`config.mk`:
```
export PLATFORM = sky130hd
export DESIGN_NAME = hex_record_emitter_core_flat
export DESIGN_NICKNAME = d
export VERILOG_FILES = /design/src/sv/hre_pkg.sv /design/src/sv/hre_req_if.sv /design/src/sv/hre_rsp_if.sv /design/src/sv/hre_ctrl.sv /design/src/sv/hre_datapath.sv /design/src/sv/hex_record_emitter_core.sv /design/src/flat_wrapper.sv
export SDC_FILE = /design/constraint.sdc
export NUM_CORES = 1
export LEC_CHECK = 0
export ABC_CLOCK_PERIOD_IN_PS = 4400
export BUFFER_PORTS_ARGS = -buffer_cell sky130_fd_sc_hd__buf_2
export CORE_MARGIN = 4
export CORE_UTILIZATION = 31
export DETAILED_ROUTE_END_ITERATION = 8
export GPL_ROUTABILITY_DRIVEN = 0
export PLACE_DENSITY_LB_ADDON = 0.12
export REMOVE_ABC_BUFFERS = 1
export SKIP_CTS_REPAIR_TIMING = 1
export SYNTH_ARGS = -nofsm -noshare
export SYNTH_HDL_FRONTEND = slang
export SYNTH_SLANG_ARGS = --single-unit
```
`constraint.sdc`:
```
create_clock -name clock -period 4.4 [get_ports clock]
set_input_delay 0 -clock clock [delete_from_list [all_inputs] [get_ports clock]]
set_output_delay 0 -clock clock [all_outputs]
set_load 0.01 [all_outputs]
```
`src/sv/hre_pkg.sv`:
```
// hre_pkg: types, codes and helper functions shared by the hex record emitter
// used by hre_req_if, hre_ctrl, hre_datapath and hex_record_emitter_core
package hre_pkg;

   localparam int ADDR_W      = 16;
   localparam int DATA_W      = 16;
   localparam int MAX_RESULTS = 54;
   localparam int RUN_W       = 6;
   localparam int CSR_IDX_W   = 3;
   localparam int CSR_DATA_W  = 3;

   typedef enum logic [1:0] {
      ACT_BYTE  = 2'd0,
      ACT_WORD  = 2'd1,
      ACT_FLUSH = 2'd2,
      ACT_LOAD  = 2'd3
   } action_type;

   localparam logic [1:0] FMT_HEX  = 2'd0;
   localparam logic [1:0] FMT_DUMP = 2'd1;

   localparam logic [CSR_IDX_W-1:0] CSR_EMIT   = 3'd0;
   localparam logic [CSR_IDX_W-1:0] CSR_FORMAT = 3'd1;
   localparam logic [CSR_IDX_W-1:0] CSR_UPPER  = 3'd2;
   localparam logic [CSR_IDX_W-1:0] CSR_CRLF   = 3'd3;
   localparam logic [CSR_IDX_W-1:0] CSR_BIG    = 3'd4;
   localparam logic [CSR_IDX_W-1:0] CSR_BPA    = 3'd5;

   localparam logic [7:0] CH_COLON   = 8'h3a;
   localparam logic [7:0] CH_SPACE   = 8'h20;
   localparam logic [7:0] CH_CR      = 8'h0d;
   localparam logic [7:0] CH_LF      = 8'h0a;
   localparam logic [7:0] CH_ZERO    = 8'h30;
   localparam logic [7:0] CH_UPPER_A = 8'h41;
   localparam logic [7:0] CH_LOWER_A = 8'h61;

   typedef enum logic [3:0] {
      ST_IDLE,
      ST_DISPATCH,
      ST_PUSH,
      ST_REC_START,
      ST_COLON,
      ST_COUNT,
      ST_ADDR,
      ST_TYPE,
      ST_SPACE,
      ST_DATA,
      ST_SUM,
      ST_CR,
      ST_LF,
      ST_REC_END
   } state_type;

   typedef enum logic [2:0] {
      SEL_NIBBLE,
      SEL_COLON,
      SEL_SPACE,
      SEL_CR,
      SEL_LF
   } char_sel_type;

   typedef enum logic [2:0] {
      SRC_COUNT,
      SRC_ADDR,
      SRC_ZERO,
      SRC_DATA,
      SRC_SUM
   } field_src_type;

   typedef struct packed {
      logic          load_item;
      logic          push;
      logic          second;
      logic          load_addr;
      logic          load_chk;
      logic          rec_close;
      logic          idx_clear;
      logic          idx_step;
      logic          emit;
      logic          last;
      char_sel_type  sel;
      field_src_type src;
      logic [1:0]    digit;
   } cmd_type;

   typedef struct packed {
      logic       emit_enable;
      logic [1:0] format;
      logic       crlf;
      action_type action;
      logic       row_empty;
      logic       push_fills;
      logic       idx_last;
      logic       slot_free;
   } stat_type;

   function automatic logic [2:0] unit_size(input logic [2:0] bpa);
      logic [2:0] size;
      if (bpa == 3'd0) begin
         size = 3'd1;
      end else if (bpa > 3'd4) begin
         size = 3'd4;
      end else begin
         size = bpa;
      end
      return size;
   endfunction

   function automatic logic [7:0] hex_char(input logic [3:0] nib, input logic upper);
      logic [7:0] ch;
      if (nib < 4'd10) begin
         ch = CH_ZERO + {4'h0, nib};
      end else begin
         ch = (upper ? CH_UPPER_A : CH_LOWER_A) + {4'h0, nib} - 8'd10;
      end
      return ch;
   endfunction

endpackage

```
`src/sv/hre_req_if.sv`:
```
// hre_req_if: input transaction channel of the hex record emitter
// depends on hre_pkg
interface hre_req_if;
   logic                            valid;
   logic                            ready;
   hre_pkg::action_type             action;
   logic [hre_pkg::DATA_W-1:0]      data;
   logic [hre_pkg::ADDR_W-1:0]      load_address;

   modport source (output valid, action, data, load_address, input ready);
   modport sink (input valid, action, data, load_address, output ready);
endinterface

```
`src/sv/hre_rsp_if.sv`:
```
// hre_rsp_if: character output channel of the hex record emitter
// depends on nothing
interface hre_rsp_if;
   logic       valid;
   logic       ready;
   logic [7:0] ascii_char;
   logic       last;

   modport source (output valid, ascii_char, last, input ready);
   modport sink (input valid, ascii_char, last, output ready);
endinterface

```
`src/sv/hre_ctrl.sv`:
```
// hre_ctrl: state machine that sequences byte pushes and record characters
// depends on hre_pkg; drives hre_datapath through cmd_type
module hre_ctrl #(
   parameter int ROW_BYTES = 16
) (
   input  logic              clock,
   input  logic              reset,
   input  logic              req_valid,
   output logic              req_ready,
   input  hre_pkg::stat_type stat,
   output hre_pkg::cmd_type  cmd
);
   import hre_pkg::*;

   localparam logic ONE_BYTE_ROW = (ROW_BYTES == 1);

   state_type        state_ff, state_in;
   logic             second_ff, second_in;
   logic             pend_ff, pend_in;
   logic             final_ff, final_in;
   logic [1:0]       digit_ff, digit_in;
   logic [RUN_W-1:0] run_cnt_ff, run_cnt_in;

   logic more;
   logic step;
   logic eol_next;

   always_ff @(posedge clock) begin
      if (reset) begin
         state_ff   <= ST_IDLE;
         second_ff  <= 1'b0;
         pend_ff    <= 1'b0;
         final_ff   <= 1'b0;
         digit_ff   <= 2'd0;
         run_cnt_ff <= '0;
      end else begin
         state_ff   <= state_in;
         second_ff  <= second_in;
         pend_ff    <= pend_in;
         final_ff   <= final_in;
         digit_ff   <= digit_in;
         run_cnt_ff <= run_cnt_in;
      end
   end

   always_comb begin
      state_in   = state_ff;
      second_in  = second_ff;
      pend_in    = pend_ff;
      final_in   = final_ff;
      digit_in   = digit_ff;
      run_cnt_in = run_cnt_ff;
      req_ready  = 1'b0;
      cmd        = '0;
      cmd.sel    = SEL_NIBBLE;
      cmd.src    = SRC_ZERO;
      cmd.digit  = digit_ff;
      cmd.second = second_ff;
      more       = (stat.action == ACT_WORD) && !second_ff;
      eol_next   = 1'b0;
      step       = (state_ff inside {ST_COLON, ST_COUNT, ST_ADDR, ST_TYPE, ST_SPACE,
                                     ST_DATA, ST_SUM, ST_CR, ST_LF}) && stat.slot_free;

      case (state_ff)
         ST_IDLE: begin
            req_ready = 1'b1;
            if (req_valid) begin
               cmd.load_item = 1'b1;
               run_cnt_in    = '0;
               second_in     = 1'b0;
               pend_in       = 1'b0;
               state_in      = ST_DISPATCH;
            end
         end
         ST_DISPATCH: begin
            case (stat.action)
               ACT_BYTE, ACT_WORD: begin
                  state_in = ST_PUSH;
               end
               ACT_FLUSH: begin
                  final_in = 1'b1;
                  state_in = stat.emit_enable ? ST_REC_START : ST_IDLE;
               end
               default: begin
                  cmd.load_addr = 1'b1;
                  state_in      = ST_IDLE;
               end
            endcase
         end
         ST_PUSH: begin
            cmd.push  = 1'b1;
            second_in = 1'b1;
            pend_in   = more;
            if (stat.push_fills) begin
               final_in = !(more && ONE_BYTE_ROW);
               state_in = ST_REC_START;
            end else if (more) begin
               state_in = ST_PUSH;
            end else begin
               state_in = ST_IDLE;
            end
         end
         ST_REC_START: begin
            cmd.load_chk  = 1'b1;
            cmd.idx_clear = 1'b1;
            if (!stat.row_empty && (stat.format == FMT_HEX || stat.format == FMT_DUMP)) begin
               state_in = ST_COLON;
            end else begin
               state_in = ST_REC_END;
            end
         end
         ST_COLON: begin
            cmd.sel = SEL_COLON;
            if (step) begin
               if (stat.format == FMT_HEX) begin
                  digit_in = 2'd1;
                  state_in = ST_COUNT;
               end else begin
                  digit_in = 2'd3;
                  state_in = ST_ADDR;
               end
            end
         end
         ST_COUNT: begin
            cmd.src = SRC_COUNT;
            if (step) begin
               if (digit_ff == 2'd0) begin
                  digit_in = 2'd3;
                  state_in = ST_ADDR;
               end else begin
                  digit_in = digit_ff - 2'd1;
               end
            end
         end
         ST_ADDR: begin
            cmd.src = SRC_ADDR;
            if (step) begin
               if (digit_ff == 2'd0) begin
                  digit_in = 2'd1;
                  state_in = (stat.format == FMT_HEX) ? ST_TYPE : ST_SPACE;
               end else begin
                  digit_in = digit_ff - 2'd1;
               end
            end
         end
         ST_TYPE: begin
            cmd.src = SRC_ZERO;
            if (step) begin
               if (digit_ff == 2'd0) begin
                  digit_in = 2'd1;
                  state_in = ST_DATA;
               end else begin
                  digit_in = digit_ff - 2'd1;
               end
            end
         end
         ST_SPACE: begin
            cmd.sel = SEL_SPACE;
            if (step) begin
               digit_in = 2'd1;
               state_in = ST_DATA;
            end
         end
         ST_DATA: begin
            cmd.src = SRC_DATA;
            if (step) begin
               if (digit_ff == 2'd0) begin
                  cmd.idx_step = 1'b1;
                  digit_in     = 2'd1;
                  if (stat.idx_last) begin
                     if (stat.format == FMT_HEX) begin
                        state_in = ST_SUM;
                     end else begin
                        eol_next = 1'b1;
                     end
                  end else begin
                     state_in = (stat.format == FMT_HEX) ? ST_DATA : ST_SPACE;
                  end
               end else begin
                  digit_in = digit_ff - 2'd1;
               end
            end
         end
         ST_SUM: begin
            cmd.src = SRC_SUM;
            if (step) begin
               if (digit_ff == 2'd0) begin
                  eol_next = 1'b1;
               end else begin
                  digit_in = digit_ff - 2'd1;
               end
            end
         end
         ST_CR: begin
            cmd.sel = SEL_CR;
            if (step) begin
               state_in = ST_LF;
            end
         end
         ST_LF: begin
            cmd.sel  = SEL_LF;
            cmd.last = final_ff;
            if (step) begin
               state_in = ST_REC_END;
            end
         end
         ST_REC_END: begin
            cmd.rec_close = 1'b1;
            state_in      = pend_ff ? ST_PUSH : ST_IDLE;
         end
         default: begin
            state_in = ST_IDLE;
         end
      endcase

      if (eol_next) begin
         state_in = stat.crlf ? ST_CR : ST_LF;
      end

      // characters past the cap are dropped, but the final one always goes out
      if (step) begin
         cmd.emit = (run_cnt_ff < RUN_W'(MAX_RESULTS - 1)) || cmd.last;
         if (run_cnt_ff != '1) begin
            run_cnt_in = run_cnt_ff + 1'b1;
         end
      end
   end

endmodule

```
`src/sv/hre_datapath.sv`:
```
// hre_datapath: control registers, row buffer, address tracking, checksum,
// character formatting and the output register; depends on hre_pkg
module hre_datapath #(
   parameter int ROW_BYTES = 16
) (
   input  logic                              clock,
   input  logic                              reset,
   input  logic                              csr_we,
   input  logic [hre_pkg::CSR_IDX_W-1:0]     csr_index,
   input  logic [hre_pkg::CSR_DATA_W-1:0]    csr_data,
   input  hre_pkg::action_type               req_action,
   input  logic [hre_pkg::DATA_W-1:0]        req_data,
   input  logic [hre_pkg::ADDR_W-1:0]        req_load_address,
   input  hre_pkg::cmd_type                  cmd,
   output hre_pkg::stat_type                 stat,
   input  logic                              rsp_ready,
   output logic                              rsp_valid,
   output logic [7:0]                        rsp_char,
   output logic                              rsp_last
);
   import hre_pkg::*;

   localparam int RC_W  = $clog2(ROW_BYTES + 1);
   localparam int IDX_W = (ROW_BYTES > 1) ? $clog2(ROW_BYTES) : 1;

   // control registers
   logic       emit_ff, upper_ff, crlf_ff, big_ff;
   logic [1:0] format_ff;
   logic [2:0] bpa_ff;

   // item holding registers
   action_type        action_ff;
   logic [DATA_W-1:0] data_ff;
   logic [ADDR_W-1:0] load_addr_ff;

   // row and address state
   logic [7:0]        row_buf_ff [ROW_BYTES];
   logic [RC_W-1:0]   rc_ff, rc_in;
   logic [ADDR_W-1:0] row_start_ff, row_start_in;
   logic [ADDR_W-1:0] cur_ff, cur_in;
   logic [2:0]        bleft_ff, bleft_in;
   logic [7:0]        sum_ff, sum_in;
   logic [7:0]        chk_ff;
   logic [IDX_W-1:0]  idx_ff, idx_in;

   logic              out_valid_ff, out_valid_in;
   logic [7:0]        out_char_ff;
   logic              out_last_ff;

   logic [7:0]        push_byte;
   logic              push_wr;
   logic [15:0]       field;
   logic [3:0]        nibble;
   logic [7:0]        ch;

   always_ff @(posedge clock) begin
      if (reset) begin
         emit_ff   <= 1'b1;
         format_ff <= FMT_HEX;
         upper_ff  <= 1'b1;
         crlf_ff   <= 1'b0;
         big_ff    <= 1'b0;
         bpa_ff    <= 3'd1;
      end else if (csr_we) begin
         case (csr_index)
            CSR_EMIT:   emit_ff   <= csr_data[0];
            CSR_FORMAT: format_ff <= csr_data[1:0];
            CSR_UPPER:  upper_ff  <= csr_data[0];
            CSR_CRLF:   crlf_ff   <= csr_data[0];
            CSR_BIG:    big_ff    <= csr_data[0];
            CSR_BPA:    bpa_ff    <= csr_data;
            default: begin
            end
         endcase
      end
   end

   always_ff @(posedge clock) begin
      if (cmd.load_item) begin
         action_ff    <= req_action;
         data_ff      <= req_data;
         load_addr_ff <= req_load_address;
      end
   end

   assign push_byte = ((action_ff == ACT_WORD) && (cmd.second ^ big_ff)) ? data_ff[15:8]
                                                                         : data_ff[7:0];
   assign push_wr   = cmd.push && emit_ff && (rc_ff < RC_W'(ROW_BYTES));

   always_ff @(posedge clock) begin
      if (push_wr) begin
         row_buf_ff[rc_ff[IDX_W-1:0]] <= push_byte;
      end
   end

   always_ff @(posedge clock) begin
      if (cmd.load_chk) begin
         chk_ff <= 8'h00 - (8'(rc_ff) + row_start_ff[7:0] + row_start_ff[15:8] + sum_ff);
      end
   end

   always_comb begin
      rc_in        = rc_ff;
      row_start_in = row_start_ff;
      cur_in       = cur_ff;
      bleft_in     = bleft_ff;
      sum_in       = sum_ff;
      idx_in       = idx_ff;
      if (push_wr) begin
         rc_in  = rc_ff + 1'b1;
         sum_in = sum_ff + push_byte;
      end
      if (cmd.push) begin
         if (bleft_ff <= 3'd1) begin
            cur_in   = cur_ff + 1'b1;
            bleft_in = unit_size(bpa_ff);
         end else begin
            bleft_in = bleft_ff - 3'd1;
         end
      end
      if (cmd.load_addr) begin
         cur_in = load_addr_ff;
      end
      if (cmd.rec_close) begin
         rc_in        = '0;
         sum_in       = 8'h00;
         row_start_in = cur_ff;
      end
      if (cmd.idx_clear) begin
         idx_in = '0;
      end else if (cmd.idx_step) begin
         idx_in = idx_ff + 1'b1;
      end
   end

   always_ff @(posedge clock) begin
      if (reset) begin
         rc_ff        <= '0;
         row_start_ff <= '0;
         cur_ff       <= '0;
         bleft_ff     <= 3'd1;
         sum_ff       <= 8'h00;
         idx_ff       <= '0;
      end else begin
         rc_ff        <= rc_in;
         row_start_ff <= row_start_in;
         cur_ff       <= cur_in;
         bleft_ff     <= bleft_in;
         sum_ff       <= sum_in;
         idx_ff       <= idx_in;
      end
   end

   always_comb begin
      case (cmd.src)
         SRC_COUNT: field = 16'(rc_ff);
         SRC_ADDR:  field = row_start_ff;
         SRC_DATA:  field = {8'h00, row_buf_ff[idx_ff]};
         SRC_SUM:   field = {8'h00, chk_ff};
         default:   field = 16'h0000;
      endcase
      nibble = field[{cmd.digit, 2'b00} +: 4];
      case (cmd.sel)
         SEL_COLON: ch = CH_COLON;
         SEL_SPACE: ch = CH_SPACE;
         SEL_CR:    ch = CH_CR;
         SEL_LF:    ch = CH_LF;
         default:   ch = hex_char(nibble, upper_ff);
      endcase
   end

   // output register: holds one character until it is taken
   always_comb begin
      out_valid_in = out_valid_ff;
      if (cmd.emit) begin
         out_valid_in = 1'b1;
      end else if (rsp_ready) begin
         out_valid_in = 1'b0;
      end
   end

   always_ff @(posedge clock) begin
      if (reset) begin
         out_valid_ff <= 1'b0;
      end else begin
         out_valid_ff <= out_valid_in;
      end
   end

   always_ff @(posedge clock) begin
      if (cmd.emit) begin
         out_char_ff <= ch;
         out_last_ff <= cmd.last;
      end
   end

   assign rsp_valid = out_valid_ff;
   assign rsp_char  = out_char_ff;
   assign rsp_last  = out_last_ff;

   assign stat.emit_enable = emit_ff;
   assign stat.format      = format_ff;
   assign stat.crlf        = crlf_ff;
   assign stat.action      = action_ff;
   assign stat.row_empty   = (rc_ff == '0);
   assign stat.push_fills  = emit_ff && (rc_ff == RC_W'(ROW_BYTES - 1));
   assign stat.idx_last    = ((RC_W'(idx_ff) + 1'b1) == rc_ff);
   assign stat.slot_free   = !out_valid_ff || rsp_ready;

endmodule

```
`src/sv/hex_record_emitter_core.sv`:
```
// hex_record_emitter_core: byte/word input, one ASCII character per output transaction
// closing a row, even an empty or silent one, passes through ST_REC_START and ST_REC_END,
// and each character waits for a free output slot
// throughput: one transaction at a time, set by the character sequencer (one char per cycle while the output is taken)
// reset: synchronous; clears control state and restores register defaults, row buffer kept
// depends on hre_pkg, hre_req_if, hre_rsp_if, hre_ctrl, hre_datapath
module hex_record_emitter_core #(
   parameter int ROW_BYTES = 16
) (
   input  logic                           clock,
   input  logic                           reset,
   hre_req_if.sink                        req_ch,
   hre_rsp_if.source                      rsp_ch,
   input  logic                           csr_we,
   input  logic [hre_pkg::CSR_IDX_W-1:0]  csr_index,
   input  logic [hre_pkg::CSR_DATA_W-1:0] csr_data
);
   import hre_pkg::*;

   cmd_type  cmd;
   stat_type stat;
   logic     req_ready;

   hre_ctrl #(
      .ROW_BYTES(ROW_BYTES)
   ) u_ctrl (
      .clock     (clock),
      .reset     (reset),
      .req_valid (req_ch.valid),
      .req_ready (req_ready),
      .stat      (stat),
      .cmd       (cmd)
   );

   hre_datapath #(
      .ROW_BYTES(ROW_BYTES)
   ) u_datapath (
      .clock            (clock),
      .reset            (reset),
      .csr_we           (csr_we),
      .csr_index        (csr_index),
      .csr_data         (csr_data),
      .req_action       (req_ch.action),
      .req_data         (req_ch.data),
      .req_load_address (req_ch.load_address),
      .cmd              (cmd),
      .stat             (stat),
      .rsp_ready        (rsp_ch.ready),
      .rsp_valid        (rsp_ch.valid),
      .rsp_char         (rsp_ch.ascii_char),
      .rsp_last         (rsp_ch.last)
   );

   assign req_ch.ready = req_ready;

   // never overwrite a character still waiting at the output
   a_no_overwrite: assert property (@(posedge clock) disable iff (reset)
      cmd.emit |-> stat.slot_free)
      else $error("character issued while output register is occupied");

   // no characters are produced while waiting for a transaction
   a_idle_quiet: assert property (@(posedge clock) disable iff (reset)
      req_ready |-> !cmd.emit && !cmd.push)
      else $error("datapath activity while idle");

   // an accepted transaction holds off the next one
   a_one_at_a_time: assert property (@(posedge clock) disable iff (reset)
      (req_ch.valid && req_ready) |=> !req_ready)
      else $error("second transaction accepted back to back");

endmodule

```
`src/flat_wrapper.sv`:
```
// flat-port wrapper written by rule: the top's interface ports become plain ports
module hex_record_emitter_core_flat import hre_pkg::*;
#(
   parameter int ROW_BYTES = 16
)
  (clock, reset, csr_we, csr_index, csr_data, req_ch_valid, req_ch_action, req_ch_data, req_ch_load_address, req_ch_ready, rsp_ch_valid, rsp_ch_ascii_char, rsp_ch_last, rsp_ch_ready);
  hre_req_if req_ch_i ();
  hre_rsp_if rsp_ch_i ();
  input  logic clock;
  input  logic reset;
  input  logic csr_we;
  input  logic [hre_pkg::CSR_IDX_W-1:0] csr_index;
  input  logic [hre_pkg::CSR_DATA_W-1:0] csr_data;
  input wire logic [$bits(req_ch_i.valid)-1:0] req_ch_valid;
  input wire logic [$bits(req_ch_i.action)-1:0] req_ch_action;
  input wire logic [$bits(req_ch_i.data)-1:0] req_ch_data;
  input wire logic [$bits(req_ch_i.load_address)-1:0] req_ch_load_address;
  output wire logic [$bits(req_ch_i.ready)-1:0] req_ch_ready;
  output wire logic [$bits(rsp_ch_i.valid)-1:0] rsp_ch_valid;
  output wire logic [$bits(rsp_ch_i.ascii_char)-1:0] rsp_ch_ascii_char;
  output wire logic [$bits(rsp_ch_i.last)-1:0] rsp_ch_last;
  input wire logic [$bits(rsp_ch_i.ready)-1:0] rsp_ch_ready;
  assign req_ch_i.valid = req_ch_valid;
  assign req_ch_i.action = req_ch_action;
  assign req_ch_i.data = req_ch_data;
  assign req_ch_i.load_address = req_ch_load_address;
  assign req_ch_ready = req_ch_i.ready;
  assign rsp_ch_valid = rsp_ch_i.valid;
  assign rsp_ch_ascii_char = rsp_ch_i.ascii_char;
  assign rsp_ch_last = rsp_ch_i.last;
  assign rsp_ch_i.ready = rsp_ch_ready;
  hex_record_emitter_core #(.ROW_BYTES(ROW_BYTES)) u_core (.clock(clock), .reset(reset), .req_ch(req_ch_i), .rsp_ch(rsp_ch_i), .csr_we(csr_we), .csr_index(csr_index), .csr_data(csr_data));
endmodule
```
==> reports/qor.csv, run 1 <==
stage;metric;value;unit
outcome;outcome;complete, no violations;
setup_path;critPathKind;flop to flop;
clock_tree;cts_made_buffers;30;
drt;drtPass1Iterations;4;
placed_design;dpl_cell_area;13100;sq um
yosys;ys_ff_latch;259;
yosys;syn-cell-area;12200;sq um
sta;drv_slew;0;
finish;design_area;14600;sq um
sta;fin_crit;3.66;ns
drt;vias;7894;
grt;grt_start_max_net_pins;58;
floorplan;placementRows;72;
drt;antenna_left;0;
drt;viasPerCell;4.80;
sta;tightest_slew;0.897;ns
setup_path;start_kind;flop;
floorplan;core;38700;sq um
grt;overflow;0;
setup_path;path_cells;xor2_1, nand3b_1, buf_4, mux2i_1, inv_1, ha_1, a21o_1, a21oi_1, o21ai_0, a2111oi_0, o21ai_0, a21oi_1, mux2_2;
grt;grt_pass1_wl;47.4;mm
placed_design;io_buffer_count;54;
grt;grt.met1_usage;0.203;
drt;drc;0;
yosys;yosys.cell_count.top_type;edfxtp_1;
sta;tns;0;ns
yosys;synth_cell_types;73;
yosys;yosysWarnings;0;
grt;top_usage_layer;met2;
floorplan;start_util;0.314;
floorplan;die_h;206;um
clock_tree;clock-sinks;259;
power;power_density;473;nW/um^2
yosys;async_reset_ff_frac;0;
yosys;synth_ff_type;edfxtp_1;
setup_path;worstPathMaxFanout;17;
yosys;synth_common_cells;178 x edfxtp_1, 92 x nand2_1, 85 x nor2_1;
grt;use_met2;0.241;
power;p_leak;0.00504;uW
sta;fin_crit_sh;0.832;
grt;grt_pass1_vias;7888;
drt;drt_iter0_markers;465;
floorplan;die_w;206;um
finish;area_delta_synth_final;19.6;%
setup_path;critPathRequiredTime;4.85;ns
clock_tree;clock_latency;0.58;ns
clock_tree;cts_tree;built;
flow_run;cap_violations;0;
floorplan;ioPinCount;56;
setup_path;slowest_stage;a2111oi_0;
finish;drive_above_1_share;0.160;
sta;hold_viol_final;0;
finish;nets;1202;
floorplan;design.die.area;42500;sq um
yosys;synthTopCellsByArea;edfxtp_1 44%, dfxtp_1 13%, ha_1 4.1%, mux4_2 3.9%, nand2_1 2.8%;
yosys;syn_avg_cell_area;12.4;sq um
sta;slew_headroom;0.401;
clock_tree;path_clk_slew;0.06;ns
yosys;synth_edf_count;178;
power;max-vdd-ir-drop;0.000312;V
sta;rsz0062_at_grt;no;
setup_path;cp-end-kind;flop;
clock_tree;h-tree-depth;1;
yosys;syn_inst;983;
grt;grt_usage;0.145;
finish;diodes;0;
yosys;yosysTopAreaCell;edfxtp_1;
sta;max_freq;0.273;GHz
drt;wirelength;31.1;mm
sta;setup_viol;0;
yosys;synth_top_area_frac;0.439;
setup_path;max_stage_delay;0.50;ns
hold_path;hp-class;primary input to flop;
clock_tree;clockBufferDepth;3;
yosys;synth-seq-area-share;0.573;
grt;antenna_found_initial;1;
clock_tree;cts-root-buf;clkbuf_16;
placed_design;dp_hpwl;21.6;mm
grt;grtUsageMet3;0.0215;
drt;wl_per_cell;18.9;um
sta;skew;0.0170;ns
setup_path;worstPathArrival;4.11;ns
[per-stage QoR]
step / hold WS [ns] / std cells / utilization / worst slack (ns) / power (uW)
floorplan: 0.0691 / 938 / - / 0.826 / 4050
global placement: 0.177 / 1541 / 0.338 / 0.820 / 4530
detailed placement: 0.178 / 1541 / 0.338 / 0.766 / 4520
CTS: -0.440 / 1596 / 0.363 / 0.733 / 6980
global route: 0.116 / 1645 / 0.376 / 0.270 / 7290
finish: 0.133 / 1645 / 0.376 / 0.740 / 6890
[placed cells by master, fill, tap and decap left out, types with 16 or more instances in the layout]
cell	n
mux2i_1	16
buf_4	31
mux2_2	17
nand3_1	19
mux4_2	21
a211oi_1	22
nand2_1	92
xnor2_1	25
inv_1	66
clkbuf_16	30
dlygate4sd3_1	49
o21ai_0	26
buf_2	54
nor2_1	85
edfxtp_1	178
a21oi_1	60
dfxtp_1	80
ha_1	40
[report_power, final]
part | total [uW] | internal, uW | switching (uW) | leakage [uW]
registers | 3110 | 2960 | 148 | 0.00227
logic | 1380 | 534 | 842 | 0.00231
clock network | 2400 | 1390 | 1020 | 0.000458
total | 6890 | 4880 | 2010 | 0.00504
[critical path, delay by kind of cell (launching register included)]
| family | cells | cell delay (ns) |
|---|---|---|
| xor+xnor | 1 | 0.16 |
| simple gates | 1 | 0.11 |
| buf+inv | 2 | 0.53 |
| compound gates | 6 | 1.36 |
| flops | 1 | 0.32 |
| mux | 2 | 0.67 |
| fa+ha+maj | 1 | 0.37 |
[final timing paths]
kind	slack [ns]	cells past startpoint	to	start
setup / recovery	0.74	13	u_core.u_datapath.sum_ff[7]	u_core.u_datapath.big_ff
hold / removal	0.13	2	u_core.u_datapath.load_addr_ff[12]	req_ch_load_address[12]
setup reg to reg	0.74	13	u_core.u_datapath.sum_ff[7]	u_core.u_datapath.big_ff
hold reg to reg	0.46	2	u_core.u_datapath.row_start_ff[8]	u_core.u_datapath.row_start_ff[8]
[logic make-up (layout without fill, tap and decap cells)]
family,after synthesis,in the layout,synth area share
AO/OA/AOI/OAI,179,179,0.0983
XOR/XNOR,40,40,0.0288
adder cells (fa/ha/maj),54,54,0.0634
buffers and inverters,111,255,0.0380
flip-flops,259,259,0.573
multiplexers,66,66,0.0925
other,1,1,0.000308
AND/OR/NAND/NOR,273,273,0.106
[sequential cells by signal, summed over array words and instances (netlist names), 2 cells and up, named ones only]
name,flops
u_core.u_datapath.load_addr_ff,16
u_core.u_datapath.row_buf_ff,128
u_core.u_ctrl.digit_ff,2
u_core.u_ctrl.state_ff,4
u_core.u_datapath.sum_ff,8
u_core.u_datapath.rsp_char,7
u_core.u_ctrl.run_cnt_ff,6
u_core.u_datapath.bleft_ff,3
u_core.u_datapath.cur_ff,16
u_core.u_datapath.chk_ff,8
u_core.u_datapath.row_start_ff,16
u_core.u_datapath.rc_ff,5
u_core.u_datapath.data_ff,16
u_core.u_datapath.format_ff,2
u_core.u_datapath.bpa_ff,3
u_core.u_datapath.idx_ff,4
u_core.u_datapath.action_ff,2
[routing by layer]
| layer | wire [um] | vias up |
|---|---|---|
| li1 | - | 3865 |
| met2 | 15100 | 133 |
| met5 | 0 | - |
| met4 | 357 | 0 |
| met1 | 14400 | 3871 |
| met3 | 1300 | 25 |
[area by class of cell]
class	instances	area, sq um
flip-flops and latches	259	6970
clock buffers	36	783
clock inverters	19	173
multi-input cells	613	4740
inverters	66	248
well taps	518	648
repair buffers	134	993
fillers	3871	24200
(Power assumes the default switching activity.)
==> inputs of run 2 (changes only) <==
--- a/config.mk
+++ b/config.mk
@@ -5,7 +5,7 @@
 export SDC_FILE = /design/constraint.sdc
 export NUM_CORES = 1
 export LEC_CHECK = 0
-export ABC_CLOCK_PERIOD_IN_PS = 4400
+export ABC_CLOCK_PERIOD_IN_PS = 3750
 export BUFFER_PORTS_ARGS = -buffer_cell sky130_fd_sc_hd__buf_2
 export CORE_MARGIN = 4
 export CORE_UTILIZATION = 31
==> constraint.sdc (replaced) <==
create_clock -name clock -period 3.75 [get_ports clock]
set_input_delay 0 -clock clock [delete_from_list [all_inputs] [get_ports clock]]
set_output_delay 0 -clock clock [all_outputs]
set_load 0.01 [all_outputs]
==> run 2 against run 1 <==
Setup slack got worse by 0.27 ns; sequential share of layout area decreased by 0.25 points; first-iteration DRC count down 9.5%; cell area rose by 0.52%; clock power increased by 20%; largest cell class unchanged.
==> reports/qor.csv, run 2 (synthesis gave the netlist of run 1 again) <==
stage;metric;value;unit;change
outcome;outcome;complete, no violations;;
grt;overflow;0;;unchanged
drt;wl_per_cell;18.7;um;-1.3%
setup_path;max_stage_delay;0.50;ns;about the same
sta;hold_viol_final;0;;unchanged
power;power_density;559;nW/um^2;+18%
drt;dr_wl_met3;1.04;mm;-20%
finish;nets;1207;;+0.42%
grt;grt_pass1_vias;8129;;+3.1%
floorplan;ioPinCount;56;;unchanged
clock_tree;clockBufferDepth;3;;unchanged
floorplan;die_h;206;um;unchanged
sta;max_freq;0.305;GHz;+12%
finish;layout_commonest_cell;edfxtp_1;;
placed_design;dp_hpwl;21.5;mm;-0.40%
setup_path;worstPathArrival;3.74;ns;-0.37 ns
power;p_leak;0.00509;uW;+1.1%
drt;highest_layer;met4;;
setup_path;r2r-start;u_core.u_datapath.big_ff;;
drt;vias;7938;;+0.56%
sta;drv_slew;0;;unchanged
clock_tree;cts-root-buf;clkbuf_16;;
drt;drtPass1Iterations;7;;+3
hold_path;holdCritStartpoint;reset;;
setup_path;cp-endpoint;u_core.u_datapath.sum_ff[7];;
sta;final.setup.worst_slack;0.471;ns;-0.269 ns
setup_path;cp-end-kind;flop;;
finish;area_delta_synth_final;20.2;%;
sta;rsz0062_at_grt;no;;
grt;antenna_found_initial;0;;-1
floorplan;core;38700;sq um;unchanged
grt;grt_usage;0.145;;-0.000191
drt;wirelength;30.8;mm;-0.94%
finish;fillers;3838;;-0.85%
finish;drive_above_1_share;0.164;;+0.00445
finish;diodes;0;;unchanged
floorplan;die_w;206;um;unchanged
placed_design;io_buffer_count;54;;unchanged
floorplan;start_util;0.314;;unchanged
finish;regArea;6970;sq um;unchanged
sta;setup_viol;0;;unchanged
setup_path;r2r_setup_slack;0.47;ns;-0.27 ns
sta;skew;0.0154;ns;-0.00158 ns
sta;fin_crit_sh;0.875;;+0.0427
clock_tree;h-tree-depth;1;;unchanged
drt;wl_met2;14.4;mm;-4.7%
clock_tree;cts_tree;built;;
setup_path;worstPathMaxFanout;17;;unchanged
floorplan;placementRows;72;;unchanged
setup_path;critPathKind;flop to flop;;
power;max-vdd-ir-drop;0.000332;V;+6.4%
drt;viasPerCell;4.81;;+0.19%
sta;tns;0;ns;unchanged
setup_path;start_kind;flop;;
sta;slew_headroom;0.517;;+0.115
setup_path;critPathRequiredTime;4.21;ns;-0.64 ns
finish;final_cell_mix;178 x edfxtp_1, 92 x nand2_1, 85 x nor2_1;;
finish;largest_reg_flops;128;;unchanged
drt;drt_iter0_markers;421;;-9.5%
grt;grt_pass1_wl;47.7;mm;+0.54%
clock_tree;clock-sinks;259;;unchanged
finish;instances_no_fill;1651;;+0.36%
power;p_total;8180;uW;+19%
grt;grt_start_max_net_pins;59;;+1.7%
sta;fin_crit;3.28;ns;-0.381 ns
setup_path;ff2ff_path_depth;11;;-2
setup_path;r2r-end;u_core.u_datapath.sum_ff[7];;
clock_tree;cts_made_buffers;30;;unchanged
finish;multi_input_area;4740;sq um;unchanged
sta;tightest_slew;0.724;ns;-0.173 ns
hold_path;hp-class;primary input to flop;;
placed_design;place_inst;1545;;+0.26%
setup_path;critical_path.startpoint;u_core.u_datapath.big_ff;;
drt;met1_length;14.9;mm;+3.4%
drt;drc;0;;unchanged
flow_run;cap_violations;0;;unchanged
placed_design;pre_cts_ws;0.464;ns;-0.302 ns
drt;antenna_left;0;;unchanged
finish;fin_util;0.378;;+0.00197
floorplan;design.die.area;42500;sq um;unchanged
clock_tree;clock_latency;0.57;ns;about the same
setup_path;slowest_stage;mux2_2;;
clock_tree;path_clk_slew;0.06;ns;about the same
setup_path;path_cells;xor2_1, nand3b_1, buf_4, mux2_2, ha_1, a21oi_1, o21ai_0, a2111oi_0, o21ai_0, a21oi_1, mux2_2;;
[run 2: worst min path at each step]
stage                                                   end  slack [ns]  cells past startpoint
after floorplan                 u_core.u_ctrl.run_cnt_ff[1]        0.07                      1
final                           u_core.u_ctrl.run_cnt_ff[0]        0.03                      3
after global routing            u_core.u_ctrl.run_cnt_ff[0]        0.06                      3
after CTS                 u_core.u_datapath.load_addr_ff[9]       -0.43                      1
after detailed placement      u_core.u_datapath.data_ff[15]        0.18                      1
after global placement    u_core.u_datapath.load_addr_ff[2]        0.18                      1
[run 2: worst max-delay path, delay by kind of cell, from the launching register on]
kind / cells / cell delay (ns)
simple gates: 1 / 0.09
xor+xnor: 1 / 0.16
fa+ha+maj: 1 / 0.36
buf+inv: 1 / 0.20
flops: 1 / 0.32
compound gates: 5 / 1.17
mux: 2 / 0.84
[run 2: cell type report]
cell class | count | area share
Inverter | 66 | 0.0169
Tap cell | 518 | 0.0443
Clock buffer | 47 | 0.0619
Clock inverter | 9 | 0.00590
Timing Repair Buffer | 139 | 0.0707
Multi-Input combinational cell | 613 | 0.324
Sequential cell | 259 | 0.476
[run 2: report_power, final]
part,internal (uW),switching (uW),total [uW]
Clock,1720,1160,2890
Sequential,3470,171,3650
Combinational,637,1010,1640
[run 2: metal layers]
layer  track usage  vias up
met3        0.0207       35
met4        0.0359        0
met5             0        -
li1              -     3884
met1         0.206     3899
met2         0.235      120
[run 2: metrics by stage]
stage	hold slack (ns)	area, sq um
final	0.0289	14600
after global routing	0.0600	14600
after floorplan	0.0691	12000
after global placement	0.177	13100
after detailed placement	0.178	13100
after CTS	-0.434	14100
